<file path="src/rtl/isc_pkg.sv">
// Package for the index/subscript converter.
// Holds shared widths, register codes and defaults; no dependencies.
package isc_pkg;

  localparam int unsigned LIN_W        = 48;  // linear index width
  localparam int unsigned SLOTS        = 4;   // subscript slots on the ports
  localparam int unsigned NDIMS_W      = 3;   // width of the dimension count register
  localparam int unsigned STEP_BITS    = 4;   // quotient bits resolved per divider stage
  localparam int unsigned CFG_IDX_W    = 3;
  localparam int unsigned DEF_MAX_DIMS = 4;
  localparam int unsigned DEF_DIM_BITS = 12;

  localparam logic [NDIMS_W-1:0] NUM_DIMS_RST = 3'd1;

  typedef enum logic [CFG_IDX_W-1:0] {
    CFG_NUM_DIMS = 3'd0,
    CFG_SIZE0    = 3'd1,
    CFG_SIZE1    = 3'd2,
    CFG_SIZE2    = 3'd3,
    CFG_SIZE3    = 3'd4
  } cfg_reg_e;

endpackage

</file>
<file path="src/rtl/isc_if.sv">


interface isc_stage_if #(
  parameter int unsigned DIM_BITS = isc_pkg::DEF_DIM_BITS
);
  logic                        valid;
  logic                        ready;
  logic                        mode;   // 1: index to subscripts
  logic                        bad;
  logic [isc_pkg::SLOTS-1:0]   used;
  logic [isc_pkg::LIN_W-1:0]   work;   // dividend/quotient, or finished index
  logic [DIM_BITS-1:0]         rem;
  logic [DIM_BITS-1:0]         coord [isc_pkg::SLOTS];

  modport source (output valid, mode, bad, used, work, rem, coord, input ready);
  modport sink   (input valid, mode, bad, used, work, rem, coord, output ready);
endinterface

</file>
<file path="src/rtl/isc_div_stage.sv">
// One stage of the restoring divider chain: resolves STEP_BITS quotient bits
// of the division by one extent. Depends on isc_pkg and isc_if.
module isc_div_stage #(
  parameter int unsigned DIM_BITS = isc_pkg::DEF_DIM_BITS,
  parameter int unsigned STEP     = 0
) (
  input  logic                clk_i,
  input  logic                rst_ni,
  input  logic [DIM_BITS-1:0] size_i [isc_pkg::SLOTS],
  isc_stage_if.sink           in,
  isc_stage_if.source         out
);

  localparam int unsigned DW    = DIM_BITS;
  localparam int unsigned LW    = isc_pkg::LIN_W;
  localparam int unsigned SPD   = LW / isc_pkg::STEP_BITS;
  localparam int unsigned DIM   = STEP / SPD;
  localparam bit          FIRST = (STEP % SPD) == 0;

  logic          v_q;
  logic          mode_q, bad_q;
  logic [3:0]    used_q;
  logic [LW-1:0] work_q;
  logic [DW-1:0] rem_q;
  logic [DW-1:0] coord_q [isc_pkg::SLOTS];

  logic [LW-1:0] w_d;
  logic [DW-1:0] r_d;
  logic [DW:0]   t, diff;
  logic          ge;
  logic [DW-1:0] crd_d [isc_pkg::SLOTS];

  // shift in dividend bits, subtract the extent where it fits
  always_comb begin
    w_d = in.work;
    r_d = FIRST ? '0 : in.rem;
    t    = '0;
    diff = '0;
    ge   = 1'b0;
    for (int k = 0; k < isc_pkg::SLOTS; k++) begin
      crd_d[k] = (FIRST && (k + 1 == DIM)) ? in.rem : in.coord[k];
    end
    if (in.mode) begin
      for (int i = 0; i < isc_pkg::STEP_BITS; i++) begin
        t    = {r_d, w_d[LW-1]};
        diff = t - {1'b0, size_i[DIM]};
        ge   = t >= {1'b0, size_i[DIM]};
        w_d  = {w_d[LW-2:0], ge};
        r_d  = ge ? diff[DW-1:0] : t[DW-1:0];
      end
    end else begin
      r_d = in.rem;
    end
  end

  assign in.ready = !v_q || out.ready;

  always_ff @(posedge clk_i or negedge rst_ni) begin
    if (!rst_ni) begin
      v_q <= 1'b0;
    end else if (in.ready) begin
      v_q <= in.valid;
    end
  end

  // advance payload
  always_ff @(posedge clk_i) begin
    if (in.ready) begin
      mode_q  <= in.mode;
      bad_q   <= in.bad;
      used_q  <= in.used;
      work_q  <= w_d;
      rem_q   <= r_d;
      coord_q <= crd_d;
    end
  end

  assign out.valid = v_q;
  assign out.mode  = mode_q;
  assign out.bad   = bad_q;
  assign out.used  = used_q;
  assign out.work  = work_q;
  assign out.rem   = rem_q;
  assign out.coord = coord_q;

endmodule

</file>
<file path="src/flat_wrapper.sv">
// flat-port wrapper written by rule: the top's interface ports become plain ports
module isc_div_stage_flat 
#(
  parameter int unsigned DIM_BITS = isc_pkg::DEF_DIM_BITS,
  parameter int unsigned STEP     = 0
)
  (clk_i, rst_ni, size_i, in_valid, in_mode, in_bad, in_used, in_work, in_rem, in_coord, in_ready, out_valid, out_mode, out_bad, out_used, out_work, out_rem, out_coord, out_ready);
  isc_stage_if #(.DIM_BITS(DIM_BITS)) in_i ();
  isc_stage_if #(.DIM_BITS(DIM_BITS)) out_i ();
  input  logic clk_i;
  input  logic rst_ni;
  input  logic [DIM_BITS-1:0] size_i[isc_pkg::SLOTS];
  input wire logic [$bits(in_i.valid)-1:0] in_valid;
  input wire logic [$bits(in_i.mode)-1:0] in_mode;
  input wire logic [$bits(in_i.bad)-1:0] in_bad;
  input wire logic [$bits(in_i.used)-1:0] in_used;
  input wire logic [$bits(in_i.work)-1:0] in_work;
  input wire logic [$bits(in_i.rem)-1:0] in_rem;
  input wire logic [$bits(in_i.coord)-1:0] in_coord;
  output wire logic [$bits(in_i.ready)-1:0] in_ready;
  output wire logic [$bits(out_i.valid)-1:0] out_valid;
  output wire logic [$bits(out_i.mode)-1:0] out_mode;
  output wire logic [$bits(out_i.bad)-1:0] out_bad;
  output wire logic [$bits(out_i.used)-1:0] out_used;
  output wire logic [$bits(out_i.work)-1:0] out_work;
  output wire logic [$bits(out_i.rem)-1:0] out_rem;
  output wire logic [$bits(out_i.coord)-1:0] out_coord;
  input wire logic [$bits(out_i.ready)-1:0] out_ready;
  assign in_i.valid = in_valid;
  assign in_i.mode = in_mode;
  assign in_i.bad = in_bad;
  assign in_i.used = in_used;
  assign in_i.work = in_work;
  assign in_i.rem = in_rem;
  assign in_i.coord = {>>{in_coord}};
  assign in_ready = in_i.ready;
  assign out_valid = out_i.valid;
  assign out_mode = out_i.mode;
  assign out_bad = out_i.bad;
  assign out_used = out_i.used;
  assign out_work = out_i.work;
  assign out_rem = out_i.rem;
  assign out_coord = {>>{out_i.coord}};
  assign out_i.ready = out_ready;
  isc_div_stage #(.DIM_BITS(DIM_BITS), .STEP(STEP)) u_core (.clk_i(clk_i), .rst_ni(rst_ni), .size_i(size_i), .in(in_i), .out(out_i));
endmodule
</file>
<file path="config.mk">
export PLATFORM = sky130hd
export DESIGN_NAME = isc_div_stage_flat
export DESIGN_NICKNAME = d
export VERILOG_FILES = /design/src/rtl/isc_pkg.sv /design/src/rtl/isc_if.sv /design/src/rtl/isc_div_stage.sv /design/src/flat_wrapper.sv
export SDC_FILE = /design/constraint.sdc
export NUM_CORES = 1
export LEC_CHECK = 0
export ABC_AREA = 1
export BUFFER_PORTS_ARGS = -buffer_cell sky130_fd_sc_hd__buf_2
export CAP_MARGIN = 20
export CORE_MARGIN = 8
export CORE_UTILIZATION = 30
export CTS_CLUSTER_SIZE = 8
export DETAILED_ROUTE_END_ITERATION = 8
export GPL_TIMING_DRIVEN = 0
export PLACE_DENSITY = 0.65
export SYNTH_ARGS = -nofsm -noshare
export SYNTH_HDL_FRONTEND = slang
export SYNTH_SLANG_ARGS = --single-unit
export TNS_END_PERCENT = 10
</file>
<file path="constraint.sdc">
create_clock -name clk_i -period 2.9 [get_ports clk_i]
set_input_delay 0.145 -clock clk_i [delete_from_list [all_inputs] [get_ports clk_i]]
set_output_delay 0.145 -clock clk_i [all_outputs]
set_load 0.05 [all_outputs]
</file>
After elaboration in Yosys (flattened, before gate mapping). Index checks and enable logic that the tools add are counted.

Register bits after elaboration: 115. Input port bits: 166.

Multiplexer cells: 6. $lt $le $gt $ge: 4. Reduce and logical (&&, ||, !) cells: 2. Add/sub/neg operators: 4.

Operators by type and width (count): 12-bit two-way mux (5); 48-bit two-way mux (1); 13-bit by 12-bit greater-or-equal comparator with 1-bit output (3); 12-bit subtractor (3); 1-bit by 12-bit greater-or-equal comparator with 1-bit output (1); 1-bit by 12-bit subtractor with 12-bit output (1); 1-bit zero test (1); 1-bit logical OR (1).

Logic depth before layout (Yosys ltp).
Depth after elaboration: 9. Mapped depth: 50. Gate-level depth less buffers: 48.

Worst setup path after synthesis. OpenSTA, ideal clock, no wires.

Path kind: in2reg. Start: in in_work[47]. End: reg u_core.rem_q[0], in the netlist u_core.out.rem[0] (data pin). Slack: -2754 ps. Arrival time: 5397 ps. Stages: 41. Path buffers: 2. Path through: inv_1 > ha_1 > inv_1 > ha_1 > nand3_4 > nand2_2 > nand2_4 > inv_1 > o21ai_0 > inv_1 > fa_1 > a31o_2 > nand2_1 > nand2_1 > or2_2 > nand3_1 > inv_1 > ha_1 > (+5 left out) > nand3_1 > a21oi_4 > nand2_4 > buf_8 > o21ai_1 > inv_1 > ha_1 > a21oi_1 > o21ai_0 > nand2_1 > nand3_1 > nand2_1 > nand2_1 > a21oi_1 > nand3_4 > buf_12 > nand3b_4 > nand3_2.

Word-level cells in the longest chain between the ends: 9.

Ends and longest elaborated chain: start, declared (line flat_wrapper.sv:17) `input wire logic [$bits(in_i.work)-1:0] in_work;`; 1-bit by 12-bit subtractor with 12-bit output / 1-bit by 12-bit greater-or-equal comparator with 1-bit output (equally long branches) (line isc_div_stage.sv:46, isc_div_stage.sv:47); 12-bit two-way mux (*) (line isc_div_stage.sv:49) `r_d = ge ? diff[DW-1:0] : t[DW-1:0];`; 12-bit subtractor / 13-bit by 12-bit greater-or-equal comparator with 1-bit output (equally long branches) (line isc_div_stage.sv:46, isc_div_stage.sv:47); 12-bit two-way mux (*) (line isc_div_stage.sv:49); 12-bit subtractor / 13-bit by 12-bit greater-or-equal comparator with 1-bit output (equally long branches) (line isc_div_stage.sv:46, isc_div_stage.sv:47); 12-bit two-way mux (*) (line isc_div_stage.sv:49); 13-bit by 12-bit greater-or-equal comparator with 1-bit output (*) (line isc_div_stage.sv:47) `ge = t >= {1'b0, size_i[DIM]};`; 12-bit two-way mux (*) (line isc_div_stage.sv:49); 12-bit two-way mux (*) (line isc_div_stage.sv:43) `if (in.mode) begin`; named net u_core.r_d[0] (line isc_div_stage.sv:28) `logic [DW-1:0] r_d;`; end signal, assigned (line isc_div_stage.sv:73) `rem_q <= r_d;`; end, declared (line isc_div_stage.sv:24) `logic [DW-1:0] rem_q;`.

Mark *: on every way through the listed nets, which the timed path passes. The rest lies on a longest branch. A chain may end at the register's enable or synchronous reset.

Final worst setup path.
Start: in in_work[47]. End: reg u_core.rem_q[1], in the netlist u_core.out.rem[1] (data pin).

Word-level cells in the longest chain between the ends: 9.

Ends and longest elaborated chain (line): 1-bit by 12-bit subtractor with 12-bit output / 1-bit by 12-bit greater-or-equal comparator with 1-bit output (equally long branches) (isc_div_stage.sv:46, isc_div_stage.sv:47); 12-bit two-way mux (*) (isc_div_stage.sv:49); 12-bit subtractor / 13-bit by 12-bit greater-or-equal comparator with 1-bit output (equally long branches) (isc_div_stage.sv:46, isc_div_stage.sv:47); 12-bit two-way mux (*) (isc_div_stage.sv:49); 13-bit by 12-bit greater-or-equal comparator with 1-bit output / 12-bit subtractor (equally long branches) (isc_div_stage.sv:47, isc_div_stage.sv:46); 12-bit two-way mux (*) (isc_div_stage.sv:49); 12-bit subtractor / 13-bit by 12-bit greater-or-equal comparator with 1-bit output (equally long branches) (isc_div_stage.sv:46, isc_div_stage.sv:47); 12-bit two-way mux (*) (isc_div_stage.sv:49); 12-bit two-way mux (*) (isc_div_stage.sv:43); named net u_core.r_d[1] (isc_div_stage.sv:28).

Marked as above.

==> flow_summary_export.csv <==
group,metric,value,unit
sta,tightest_slew,0.824,ns
placed_design,post-place-ws,-3.46,ns
power,ir_drop,0.000405,V
sta,fin_ws,-2.35,ns
setup_path,required,3.17,ns
floorplanning,die-area,27300,um2
placed_design,port-buffer-count,245,
detailed_routing,drc,0,
setup_path,start_kind,"primary input",
sta,maxSlewViolCount,0,
setup_path,rr_startpoint,"u_core.out.valid",
sta,fin_hold_ws,0.0284,ns
finish,finalCoreUtilization,48.6,%
detailed_routing,vias_per_cell,4.62,
detailed_routing,drt-initial-drc-count,367,
finish,fin_area,10600,um2
sta,skew,0.00979,ns
synth,ys_seq_area_share,51.6,%
clock_network,clk_pin_slew,0.06,ns
floorplanning,start_util,30.6,%
sta,final.setup.tns,-30.52,ns
setup_path,r2r_end,"u_core.out.rem[9]",
floorplanning,die-width,165,um
setup_path,crit_start,"in_work[47]",
detailed_routing,num_vias,6289,
synth,ys_ff_latch,115,
clock_network,clk_latency,0.41,ns
synth,syn_area_per_cell,9.62,um2
min_path,holdPathEnd,"u_core.out.work[46]",
global_route,grt_use_total,17.0,%
synth,postSynthCellCount,695,
min_path,hold_path_class,"primary input to register",
sta,fmax,190,MHz
floorplanning,io_pins,282,
clock_network,cts_root_buf,"clkbuf_16",
clock_network,cts_tree,"done",
synth,syn-cell-area,6690,um2
setup_path,critPathMaxFanout,7,
power,p_leak,4.96,nW
setup_path,crit_type,"primary input to register",
detailed_routing,wl,23.7,mm
synth,synth_cell_types,44,
setup_path,reg2reg_depth,2,
synth,synth_nets,902,
global_route,overflow,0,
global_route,grt_antenna_before_repair,2,
sta,finalSetupViolCount,14,
sta,finalHoldViolCount,0,
min_path,hold_depth,3,
clock_network,cts.sinks,115,
power,powerDensity,521,nW/um2
setup_path,cp_slowest_cell,"ha_4",
floorplanning,die_h,165,um
placed_design,hpwl,17.5,mm
setup_path,end_kind,"register",
job,max-cap-violations,0,
finish,area_delta_synth_final,58.7,%
finish,fillers,1939,
sta,post-route-min-period,5.25,ns
finish,drive_gt1_share,44.7,%
floorplanning,coreArea,21800,um2
detailed_routing,routedWlPerCell,17.4,um
setup_path,crit_arrival,5.52,ns
detailed_routing,drt_pass1_iterations,5,
outcome,violations,"setup timing",
detailed_routing,drtAntennaViolNets,0,
clock_network,cts.path.max_buffers,2,
setup_path,slowest_delay,0.28,ns
placed_design,dpl_cell_area,8480,um2
sta,rsz0062_at_grt,"true",
outcome,status,"finished, violations left",
synth,ys_warn_count,0,
global_route,grt_max_degree,60,
finish,fin_nets,1273,
placed_design,gp_congestion,0.896,
clock_network,htreeDepth,4,
setup_path,crit_top_cell,"nand2_2",
clock_network,cts_buffers,17,
global_route,first_global_vias,6601,
sta,relSlewSlack,45.1,%
sta,fin_crit_sh,181,%
setup_path,reg2reg_slack,1.16,ns
global_route,grt_pass1_wl,35.4,mm
floorplanning,fp-row-count,54,
min_path,hp-start,"in_work[42]",
[how the worst max path moves through the flow]
stage | slack [ns] | cells past startpoint | endpoint
after floorplan | -2.35 | 45 | u_core.out.rem[0]
after global placement | -3.42 | 42 | u_core.out.rem[10]
after detailed placement | -3.46 | 42 | u_core.out.rem[11]
after CTS | -2.17 | 50 | u_core.out.rem[4]
after global routing | -2.68 | 47 | u_core.out.rem[4]
final | -2.35 | 46 | u_core.out.rem[1]
[stage by stage]
step | instances | total power, mW
floorplan | 695 | 2.85
global placement | 1220 | 3.17
detailed placement | 1221 | 3.18
CTS | 1357 | 5.56
global route | 1361 | 5.75
finish | 1361 | 5.53
[sequential cells by signal (all words and copies together) (netlist names)]
signal,flops
u_core.out.rem,12
u_core.out.valid,1
u_core.out.bad,1
u_core.out.used,4
u_core.out.mode,1
u_core.out.work,48
u_core.out.coord,48
[metal layers]
metal  track usage [%]  wire length (um)  part of all wire [%]
met4              7.02               580                   2.5
met5                 0                 0                     0
met2              31.5             12300                    52
met1              18.2              8740                    37
met3              3.69              2030                   8.6
[critical path, delay by kind of cell]
kind                     cells  cell delay, ns
buffers and inverters       11            1.02
AO/OA/AOI/OAI                5            0.84
AND/OR/NAND/NOR             24            2.29
XOR/XNOR                     1            0.22
adder cells (fa/ha/maj)      5            0.99
[synthesized netlist by cell type (all sizes together)]
master | n | area (um2)
nand2 | 196 | 776
edfxtp | 114 | 3420
inv | 101 | 384
o21ai | 72 | 394
nor2 | 42 | 204
nand3 | 41 | 318
ha | 38 | 475
a21oi | 26 | 145
xnor2 | 14 | 123
clkbuf | 11 | 41.3
xor2 | 11 | 115
buf | 5 | 58.8
nor3 | 5 | 25.0
or2 | 4 | 27.5
fa | 3 | 60.1
nand4 | 3 | 18.8
nor4b | 2 | 17.5
a31o | 1 | 8.76
a31oi | 1 | 6.26
dfrtp | 1 | 25.0
nand3b | 1 | 20.0
nor4 | 1 | 6.26
o211ai | 1 | 7.51
o21bai | 1 | 7.51
[cell type report]
cell class	instances	area [um2]	area share, %
flip-flops and latches	115	3450	32.5
repair buffers	351	2250	21.2
inverters	101	415	3.92
plain buffers	16	100	0.943
clock buffers	20	467	4.40
clock inverters	12	166	1.57
diodes	2	5.00	0.0472
multi-input cells	464	3410	32.2
well taps	280	350	3.30
[cell families after synthesis]
group	Yosys count	share of synthesized area [%]
AND/OR/NAND/NOR	295	21.1
XOR/XNOR	25	3.55
buffers and inverters	117	7.24
adder cells (fa/ha/maj)	41	8.01
AO/OA/AOI/OAI	102	8.51
flip-flops	115	51.6
[where the power goes]
group          internal [mW]  switching [mW]
combinational          0.391           0.895
sequential              1.99          0.0349
clock                   1.44           0.783
[placed cells by master, fill, tap and decap left out, drive strengths merged, types with 4 or more instances in the layout]
cell         Yosys  layout
buf              5     297
inv            101     104
ha              38      38
xnor2           14      14
nand2          196     196
o21ai           72      72
or2              4       4
nor2            42      43
clkbuf          11      31
edfxtp         114     114
nor3             5       5
xor2            11      11
a21oi           26      26
nand3           41      41
dlygate4sd3      0      59
[what timing repair did]
item / in CTS / in global routing
pin swaps: 49 / 26
endpoints found under the hold margin: 59 / 0
gates resized for setup: 69 / 32
buffers inserted: 42 / 2
endpoints found under the setup margin: 14 / 14
hold buffers: 59 / 0
cloned: 3 / 0
Note: power is estimated with default switching activity, not from simulation.
