File: src/rtl/isc_pkg.sv
// Package for the index/subscript converter.
// Holds shared widths, register codes and defaults; no dependencies.
package isc_pkg;

  localparam int unsigned LIN_W        = 48;  // linear index width
  localparam int unsigned SLOTS        = 4;   // subscript slots on the ports
  localparam int unsigned NDIMS_W      = 3;   // width of the dimension count register
  localparam int unsigned STEP_BITS    = 4;   // quotient bits resolved per divider stage
  localparam int unsigned CFG_IDX_W    = 3;
  localparam int unsigned DEF_MAX_DIMS = 4;
  localparam int unsigned DEF_DIM_BITS = 12;

  localparam logic [NDIMS_W-1:0] NUM_DIMS_RST = 3'd1;

  typedef enum logic [CFG_IDX_W-1:0] {
    CFG_NUM_DIMS = 3'd0,
    CFG_SIZE0    = 3'd1,
    CFG_SIZE1    = 3'd2,
    CFG_SIZE2    = 3'd3,
    CFG_SIZE3    = 3'd4
  } cfg_reg_e;

endpackage

File: src/rtl/isc_if.sv
// Channel interfaces of the index/subscript converter: request, response
// and the internal pipeline stage link. Depends on isc_pkg.
interface isc_req_if #(
  parameter int unsigned DIM_BITS = isc_pkg::DEF_DIM_BITS
);
  logic                       valid;
  logic                       ready;
  logic                       req_type;
  logic [isc_pkg::LIN_W-1:0]  lin_index_in;
  logic [DIM_BITS-1:0]        coord0_in;
  logic [DIM_BITS-1:0]        coord1_in;
  logic [DIM_BITS-1:0]        coord2_in;
  logic [DIM_BITS-1:0]        coord3_in;

  modport source (output valid, req_type, lin_index_in, coord0_in, coord1_in,
                  coord2_in, coord3_in, input ready);
  modport sink   (input valid, req_type, lin_index_in, coord0_in, coord1_in,
                  coord2_in, coord3_in, output ready);
endinterface


interface isc_stage_if #(
  parameter int unsigned DIM_BITS = isc_pkg::DEF_DIM_BITS
);
  logic                        valid;
  logic                        ready;
  logic                        mode;   // 1: index to subscripts
  logic                        bad;
  logic [isc_pkg::SLOTS-1:0]   used;
  logic [isc_pkg::LIN_W-1:0]   work;   // dividend/quotient, or finished index
  logic [DIM_BITS-1:0]         rem;
  logic [DIM_BITS-1:0]         coord [isc_pkg::SLOTS];

  modport source (output valid, mode, bad, used, work, rem, coord, input ready);
  modport sink   (input valid, mode, bad, used, work, rem, coord, output ready);
endinterface

File: src/rtl/isc_front.sv
// Front end of the converter: range checks, element count and the Horner
// sum over four register stages. Depends on isc_pkg and isc_if.
module isc_front #(
  parameter int unsigned DIM_BITS = isc_pkg::DEF_DIM_BITS
) (
  input  logic                      clk_i,
  input  logic                      rst_ni,
  input  logic [isc_pkg::SLOTS-1:0] used_i,
  input  logic [DIM_BITS-1:0]       size_i [isc_pkg::SLOTS],
  isc_req_if.sink                   req,
  isc_stage_if.source               out
);

  localparam int unsigned DW = DIM_BITS;
  localparam int unsigned W2 = 2 * DW;
  localparam int unsigned W3 = 3 * DW;
  localparam int unsigned W4 = 4 * DW;
  localparam int unsigned LW = isc_pkg::LIN_W;
  localparam int unsigned CW = (W4 > LW) ? W4 : LW;

  logic [3:0] v_q;
  logic [3:0] rdy;

  // stage 1
  logic          mode1_q, bad1_q;
  logic [LW-1:0] idx1_q;
  logic [DW-1:0] c1_q [isc_pkg::SLOTS];
  logic [3:0]    used1_q;
  logic [W2-1:0] p01_q, p23_q;
  // stage 2
  logic          mode2_q, bad2_q;
  logic [LW-1:0] idx2_q;
  logic [DW-1:0] c2_0_q, c2_1_q;
  logic [3:0]    used2_q;
  logic [W2-1:0] acc2_q;
  logic [W4-1:0] cnt_q;
  // stage 3
  logic          mode3_q, bad3_q;
  logic [LW-1:0] idx3_q;
  logic [DW-1:0] c3_0_q;
  logic [3:0]    used3_q;
  logic [W3-1:0] acc1_q;
  // stage 4
  logic          mode4_q, bad4_q;
  logic [3:0]    used4_q;
  logic [LW-1:0] work4_q;

  logic [DW-1:0] cin   [isc_pkg::SLOTS];
  logic [DW-1:0] czero [isc_pkg::SLOTS];
  logic [DW-1:0] seff  [isc_pkg::SLOTS];
  logic          oor_d;
  logic          cnt_bad_d;
  logic [W4-1:0] acc0_d;
  logic [LW-1:0] lin0_d;

  // stall chain: a stage loads when empty or when the next one moves
  assign rdy[3]    = !v_q[3] || out.ready;
  assign rdy[2]    = !v_q[2] || rdy[3];
  assign rdy[1]    = !v_q[1] || rdy[2];
  assign rdy[0]    = !v_q[0] || rdy[1];
  assign req.ready = rdy[0];

  always_ff @(posedge clk_i or negedge rst_ni) begin
    if (!rst_ni) begin
      v_q <= '0;
    end else begin
      if (rdy[0]) v_q[0] <= req.valid;
      if (rdy[1]) v_q[1] <= v_q[0];
      if (rdy[2]) v_q[2] <= v_q[1];
      if (rdy[3]) v_q[3] <= v_q[2];
    end
  end

  // stage 1: zero unused subscripts, check bounds, pair up extents
  assign cin[0] = req.coord0_in;
  assign cin[1] = req.coord1_in;
  assign cin[2] = req.coord2_in;
  assign cin[3] = req.coord3_in;

  always_comb begin
    oor_d = 1'b0;
    for (int k = 0; k < isc_pkg::SLOTS; k++) begin
      czero[k] = used_i[k] ? cin[k] : '0;
      seff[k]  = used_i[k] ? size_i[k] : DW'(1);
      if (used_i[k] && (cin[k] >= size_i[k])) oor_d = 1'b1;
    end
  end

  always_ff @(posedge clk_i) begin
    if (rdy[0]) begin
      mode1_q <= req.req_type;
      bad1_q  <= !req.req_type && oor_d;
      idx1_q  <= req.lin_index_in;
      c1_q    <= czero;
      used1_q <= used_i;
      p01_q   <= W2'(seff[0]) * W2'(seff[1]);
      p23_q   <= W2'(seff[2]) * W2'(seff[3]);
    end
  end

  // stage 2: element count, top Horner term
  always_ff @(posedge clk_i) begin
    if (rdy[1]) begin
      mode2_q <= mode1_q;
      bad2_q  <= bad1_q;
      idx2_q  <= idx1_q;
      c2_0_q  <= c1_q[0];
      c2_1_q  <= c1_q[1];
      used2_q <= used1_q;
      acc2_q  <= W2'(c1_q[3]) * W2'(size_i[2]) + W2'(c1_q[2]);
      cnt_q   <= W4'(p01_q) * W4'(p23_q);
    end
  end

  // stage 3: index bound check, next Horner term
  assign cnt_bad_d = mode2_q && (CW'(idx2_q) >= CW'(cnt_q));

  always_ff @(posedge clk_i) begin
    if (rdy[2]) begin
      mode3_q <= mode2_q;
      bad3_q  <= bad2_q || cnt_bad_d;
      idx3_q  <= idx2_q;
      c3_0_q  <= c2_0_q;
      used3_q <= used2_q;
      acc1_q  <= W3'(acc2_q) * W3'(size_i[1]) + W3'(c2_1_q);
    end
  end

  // stage 4: last Horner term, pick what the divider chain carries
  assign acc0_d = W4'(acc1_q) * W4'(size_i[0]) + W4'(c3_0_q);

  if (W4 >= LW) begin : g_lin_trunc
    assign lin0_d = acc0_d[LW-1:0];
  end else begin : g_lin_ext
    assign lin0_d = {{(LW - W4){1'b0}}, acc0_d};
  end

  always_ff @(posedge clk_i) begin
    if (rdy[3]) begin
      mode4_q <= mode3_q;
      bad4_q  <= bad3_q;
      used4_q <= used3_q;
      work4_q <= mode3_q ? idx3_q : lin0_d;
    end
  end

  assign out.valid = v_q[3];
  assign out.mode  = mode4_q;
  assign out.bad   = bad4_q;
  assign out.used  = used4_q;
  assign out.work  = work4_q;
  assign out.rem   = '0;

  always_comb begin
    for (int k = 0; k < isc_pkg::SLOTS; k++) begin
      out.coord[k] = '0;
    end
  end

endmodule

File: src/flat_wrapper.sv
// flat-port wrapper written by rule: the top's interface ports become plain ports
module isc_front_flat 
#(
  parameter int unsigned DIM_BITS = isc_pkg::DEF_DIM_BITS
)
  (clk_i, rst_ni, used_i, size_i, req_valid, req_req_type, req_lin_index_in, req_coord0_in, req_coord1_in, req_coord2_in, req_coord3_in, req_ready, out_valid, out_mode, out_bad, out_used, out_work, out_rem, out_coord, out_ready);
  isc_req_if #(.DIM_BITS(DIM_BITS)) req_i ();
  isc_stage_if #(.DIM_BITS(DIM_BITS)) out_i ();
  input  logic clk_i;
  input  logic rst_ni;
  input  logic [isc_pkg::SLOTS-1:0] used_i;
  input  logic [DIM_BITS-1:0] size_i[isc_pkg::SLOTS];
  input wire logic [$bits(req_i.valid)-1:0] req_valid;
  input wire logic [$bits(req_i.req_type)-1:0] req_req_type;
  input wire logic [$bits(req_i.lin_index_in)-1:0] req_lin_index_in;
  input wire logic [$bits(req_i.coord0_in)-1:0] req_coord0_in;
  input wire logic [$bits(req_i.coord1_in)-1:0] req_coord1_in;
  input wire logic [$bits(req_i.coord2_in)-1:0] req_coord2_in;
  input wire logic [$bits(req_i.coord3_in)-1:0] req_coord3_in;
  output wire logic [$bits(req_i.ready)-1:0] req_ready;
  output wire logic [$bits(out_i.valid)-1:0] out_valid;
  output wire logic [$bits(out_i.mode)-1:0] out_mode;
  output wire logic [$bits(out_i.bad)-1:0] out_bad;
  output wire logic [$bits(out_i.used)-1:0] out_used;
  output wire logic [$bits(out_i.work)-1:0] out_work;
  output wire logic [$bits(out_i.rem)-1:0] out_rem;
  output wire logic [$bits(out_i.coord)-1:0] out_coord;
  input wire logic [$bits(out_i.ready)-1:0] out_ready;
  assign req_i.valid = req_valid;
  assign req_i.req_type = req_req_type;
  assign req_i.lin_index_in = req_lin_index_in;
  assign req_i.coord0_in = req_coord0_in;
  assign req_i.coord1_in = req_coord1_in;
  assign req_i.coord2_in = req_coord2_in;
  assign req_i.coord3_in = req_coord3_in;
  assign req_ready = req_i.ready;
  assign out_valid = out_i.valid;
  assign out_mode = out_i.mode;
  assign out_bad = out_i.bad;
  assign out_used = out_i.used;
  assign out_work = out_i.work;
  assign out_rem = out_i.rem;
  assign out_coord = {>>{out_i.coord}};
  assign out_i.ready = out_ready;
  isc_front #(.DIM_BITS(DIM_BITS)) u_core (.clk_i(clk_i), .rst_ni(rst_ni), .used_i(used_i), .size_i(size_i), .req(req_i), .out(out_i));
endmodule
File: config.mk
export PLATFORM = sky130hd
export DESIGN_NAME = isc_front_flat
export DESIGN_NICKNAME = d
export VERILOG_FILES = /design/src/rtl/isc_pkg.sv /design/src/rtl/isc_if.sv /design/src/rtl/isc_front.sv /design/src/flat_wrapper.sv
export SDC_FILE = /design/constraint.sdc
export NUM_CORES = 2
export LEC_CHECK = 0
export BUFFER_PORTS_ARGS = -buffer_cell sky130_fd_sc_hd__buf_4
export CORE_ASPECT_RATIO = 0.5
export CORE_UTILIZATION = 50
export DETAILED_ROUTE_END_ITERATION = 6
export PLACE_DENSITY = 0.67
export SLEW_MARGIN = 5
export SYNTH_ARGS = -nofsm -noshare
export SYNTH_HDL_FRONTEND = slang
export SYNTH_SLANG_ARGS = --single-unit
File: constraint.sdc
create_clock -name clk_i -period 10 [get_ports clk_i]
set_input_delay 2 -clock clk_i [delete_from_list [all_inputs] [get_ports clk_i]]
set_output_delay 2 -clock clk_i [all_outputs]
set_load 0.02 [all_outputs]
# Word level (Yosys, flattened, before mapping)
# Index checks and enable logic that the tools add are counted.
# W data, S select, Z words.
[totals]
reg_bits = 460
in_bits = 153
output_inout_bits = 116
[classes]
muxes = 9
order_cmp = 5
n_addsub = 3
multipliers = 6
n_reduce_logical = 16
[op_table]
columns = ["op", "n"]
rows = [
  ["$mul A12 B12 Y24", 3],
  ["$add A48 B12 Y48", 1],
  ["$ge A12 B12 Y1", 4],
  ["$ge A48 B48 Y1", 1],
  ["$mul A24 B24 Y48", 1],
  ["$mul A36 B12 Y48", 1],
  ["$mux W12", 4],
  ["$mux W48", 1],
  ["$add A36 B12 Y36", 1],
  ["$mul A24 B12 Y36", 1],
  ["$add A24 B12 Y24", 1],
  ["$logic_and A1 B1 Y1", 6],
  ["$logic_not A1 Y1", 5],
  ["$logic_or A1 B1 Y1", 5],
  ["$mux W1", 4],
]

# Longest topological paths before layout
[depth]
depth_word = 7
ltp_mapped = 28

# Least setup slack after synthesis
# No wires, ideal clock.
[synth_path]
path_kind = "input port to flip-flop"
start = "input port out_ready"
end = "register u_core.bad1_q, enable pin"
t_arrival_ns = 6.517
path_stages = 2
setup_slack_ns = 1.470
path_cell_list = "nor2b_1 nand4_1"
[synth_via]
elab_chain_len = 4
[synth_lines]
columns = ["element", "line", "rtl"]
rows = [
  ["start: declaration", "flat_wrapper.sv:28", "input wire logic [$bits(out_i.ready)-1:0] out_ready;"],
  ["$logic_or A1 B1 Y1", "isc_front.sv:57", "assign rdy[3] = !v_q[3] || out.ready;"],
  ["$logic_or A1 B1 Y1", "isc_front.sv:58", "assign rdy[2] = !v_q[2] || rdy[3];"],
  ["$logic_or A1 B1 Y1", "isc_front.sv:59", "assign rdy[1] = !v_q[1] || rdy[2];"],
  ["$logic_or A1 B1 Y1", "isc_front.sv:60", "assign rdy[0] = !v_q[0] || rdy[1];"],
  ["named net req_ready", "flat_wrapper.sv:20", "output wire logic [$bits(req_i.ready)-1:0] req_ready;"],
  ["end signal: assignment", "isc_front.sv:92", "bad1_q <= !req.req_type && oor_d;"],
  ["end: declaration", "isc_front.sv:25", "logic mode1_q, bad1_q;"],
]
# The timed path passes the listed nets, and every way through them passes these cells.
# A chain may end at the register's enable or synchronous reset.

# Final worst setup path
[layout_path]
start = "register u_core.p01_q[13]"
end = "register u_core.cnt_q[47], data pin"
[layout_via]
elab_chain_len = 1
[layout_lines]
columns = ["element", "line", "rtl"]
rows = [
  ["start: declaration", "isc_front.sv:29", "logic [W2-1:0] p01_q, p23_q;"],
  ["start signal: assignment", "isc_front.sv:96", "p01_q <= W2'(seff[0]) * W2'(seff[1]);"],
  ["$mul A24 B24 Y48", "isc_front.sv:111", "cnt_q <= W4'(p01_q) * W4'(p23_q);"],
  ["end signal: assignment", "isc_front.sv:111", ""],
  ["end: declaration", "isc_front.sv:36", "logic [W4-1:0] cnt_q;"],
]
# Every way passes these cells.

==> results.tsv <==
stage	metric	value	unit
status	outcome	finished, final reports clean	
cts	clock insertion delay at the later pin of the skew report	0.62	ns
final_layout	highest-count cells in the layout ignoring fill and taps	inv_1 (1,594), fa_1 (1,375), nand2_1 (1,229)	
route	Initial DRC Count	3582	
final_layout	Final Cell Area	78000	sq um
synth	main flop type after synthesis	edfxtp_1	
critical_path	delay-heaviest family, CP	adder cells	
die	effective utilization at floorplan	50.4	%
timing	number of hold-slack violations in the final timing report	0	
critical_path	required time of the critical path	10.35	ns
critical_path	Worst Path Arrival	8.42	ns
timing	post-layout minimum cycle time	8.07	ns
timing	transition time at the pin with the least slew margin	1.21	ns
cts	number of cells upsized or downsized after cts	0	
grt	via count of the first global-routing pass	51900	
timing	unrepaired setup endpoints after global routing	false	
worst_hold_path	Hold/Removal Path Class	reg -> reg	
cts	clock buffer depth	3	
route	DRC viols	0	
cts	Post-CTS Repair Setup Buffers	0	
final_layout	number of cells in the finished layout apart from fillers	9530	
route	total wirelength of the detailed-routed design	177000	um
die	number of cell rows	99	
synth	synthesized flop and latch total	460	
die	die outline area	149000	sq um
place	final weighted congestion in routability-driven placement	0.892	
place	number of buffers added on ports	208	
cts	buffer type at the clock tree root	clkbuf_16	
synth	number of distinct library cells after synthesis	74	
synth	post-synthesis cell count	7561	
critical_path	stage delay of the slowest cell on the critical path	1.12	ns
timing	number of max-slew violations in the final report	0	
critical_path	sort of element at the end of the critical path	register	
route	total via count after detailed routing	50400	
grt	GR Overflow Total	0	
route	average detailed-routed wire length per instance	18.5	um
critical_path	kind of launch point of the worst setup path	register	
cts	htree depth	2	
final_layout	NumNets Final	9717	
critical_path	kind of critical path	reg -> reg	
place	cell count after placement	9436	
route	post-detailed-route count of antenna-violating nets	0	
timing	highest clock rate	124	MHz
synth	proportion of synthesized chip area in sequential cells	18.8	%
place	placed inst area	76300	sq um
grt	Total GRT Usage	24.6	%
synth	FFs w/ async S/R, synth	0.870	%
job	Max Cap Viol	0	
critical_path	crit path max fanout	24	
grt	first-pass GRT wire length	286000	um
place	detailed-placement wirelength estimate	140000	um
timing	number of setup violations in the final report	0	
grt	pin count of the biggest net entering global routing	94	
die	num ports	269	
synth	number of synthesis warnings	0	
timing	Clock Skews	0.0198	ns
cts	TritonCTS clock tree	yes	
cts	number of buffers created by CTS	47	
synth	EDFF count, synth	456	
synth	area of the mapped netlist	73500	sq um
critical_path	buffers plus inverters on the worst setup path	7	
die	standard cell core area	146000	sq um
timing	ratio of final minimum period to clock period	80.7	%
die	x dimension of the die	544	um
final_layout	commonest non-fill, non-tap cell in the layout	inv_1	
grt	antenna violations before repair	5	
timing	Setup TNS	0	ns
cts	clock slew at reported path FFs	0.07	ns
cts	sink count of the clock tree	460	
final_layout	fraction of layout cells with a size suffix above 1	4.86	%
synth	mean post-synth cell area	9.72	sq um
timing	Max transition margin	19.1	%
die	Vert. Die Dim	273	um
critical_path	cell with the biggest individual delay on the critical path	edfxtp_1	
route	mean number of vias per cell	5.29	
final_layout	Area Growth Syn to Fin	6.13	%
route	TritonRoute pass-1 iters	6	
cts	total of hold buffers inserted after clock tree synthesis	0	
[synthesized netlist by cell type (17+ instances only)]
library cell  number  area share, %
o21a_1            27           0.28
clkbuf_1         337            1.7
nand2b_1          34           0.29
a21o_1           102            1.0
xor2_1            53           0.63
nand3_1           50           0.34
o21ai_0          120           0.82
nand4_1           32           0.27
nand2_1         1230            6.3
nor3_1            33           0.22
a31oi_1           22           0.19
ha_1             673             11
and3_1            17           0.14
a21oi_1          167            1.1
nor2_1           184           0.94
nor2b_1           34           0.29
and2_1           653            5.6
inv_1           1595            8.1
buf_4             60           0.61
fa_1            1375             37
xnor2_1          119            1.4
o21bai_1          20           0.20
edfxtp_1         456             19
[final timing paths]
path                                              from                            to  slack [ns]  depth (start not counted)
hold / removal             u_core.used3_q[2]$_DFFE_PP_  u_core.out.used[2]$_DFFE_PP_        0.41                          0
setup reg to reg            u_core.p01_q[13]$_DFFE_PP_    u_core.cnt_q[47]$_DFFE_PP_        1.93                         27
setup / recovery            u_core.p01_q[13]$_DFFE_PP_    u_core.cnt_q[47]$_DFFE_PP_        1.93                         27
min in group asynchronous                       rst_ni     u_core.v_q[1]$_DFFE_PN0P_        1.17                          1
max in group asynchronous                       rst_ni     u_core.v_q[2]$_DFFE_PN0P_        8.73                          1
hold reg to reg            u_core.used3_q[2]$_DFFE_PP_  u_core.out.used[2]$_DFFE_PP_        0.41                          0
[through the flow]
stage	setup WS (ns)	hold slack, ns	utilization [%]
global placement	1.62	0.401	52.4
detailed placement	1.53	0.405	52.4
floorplan	1.47	0.400	-
CTS	1.93	0.417	53.5
finish	1.93	0.408	53.5
global route	1.60	0.419	53.5
[cells by family after synthesis]
kind of cell    Yosys count  share of synthesized area, %
compound gates          565                          4.89
xor+xnor                172                          2.05
fa+ha+maj              2048                          48.9
buf+inv                2003                          10.5
flops                   460                          18.8
mux                       8                         0.119
other cells               1                       0.00510
simple gates           2304                          14.7
[cell type report]
type	instances	area [sq um]
fillers	13100	67800
multi-input cells	5157	52200
flip-flops and latches	460	13800
inverters	1595	5990
well taps	1969	2460
repair buffers	255	1910
clock buffers	53	1220
clock inverters	35	403
diodes	6	15.0
[registers in the layout, summed over array words and instances, names as in the netlist, 4 cells and up]
name,count
u_core.v_q,4
u_core.out.used,4
u_core.idx3_q,48
u_core.out.work,48
u_core.used1_q,4
u_core.idx1_q,48
u_core.c1_q,48
u_core.idx2_q,48
u_core.p01_q,24
u_core.c3_0_q,12
u_core.used3_q,4
u_core.c2_0_q,12
u_core.p23_q,24
u_core.acc2_q,24
u_core.cnt_q,48
u_core.used2_q,4
u_core.c2_1_q,12
u_core.acc1_q,36
[layer usage]
metal  GRT usage (%)  routed length, um
met5               0                  0
met4            6.26               4530
met3            3.20              12700
met2            39.9              82500
met1            35.1              77000
Power is not shown: default switching activity piles up to over one toggle a cycle in this logic, so the estimate is an artifact.
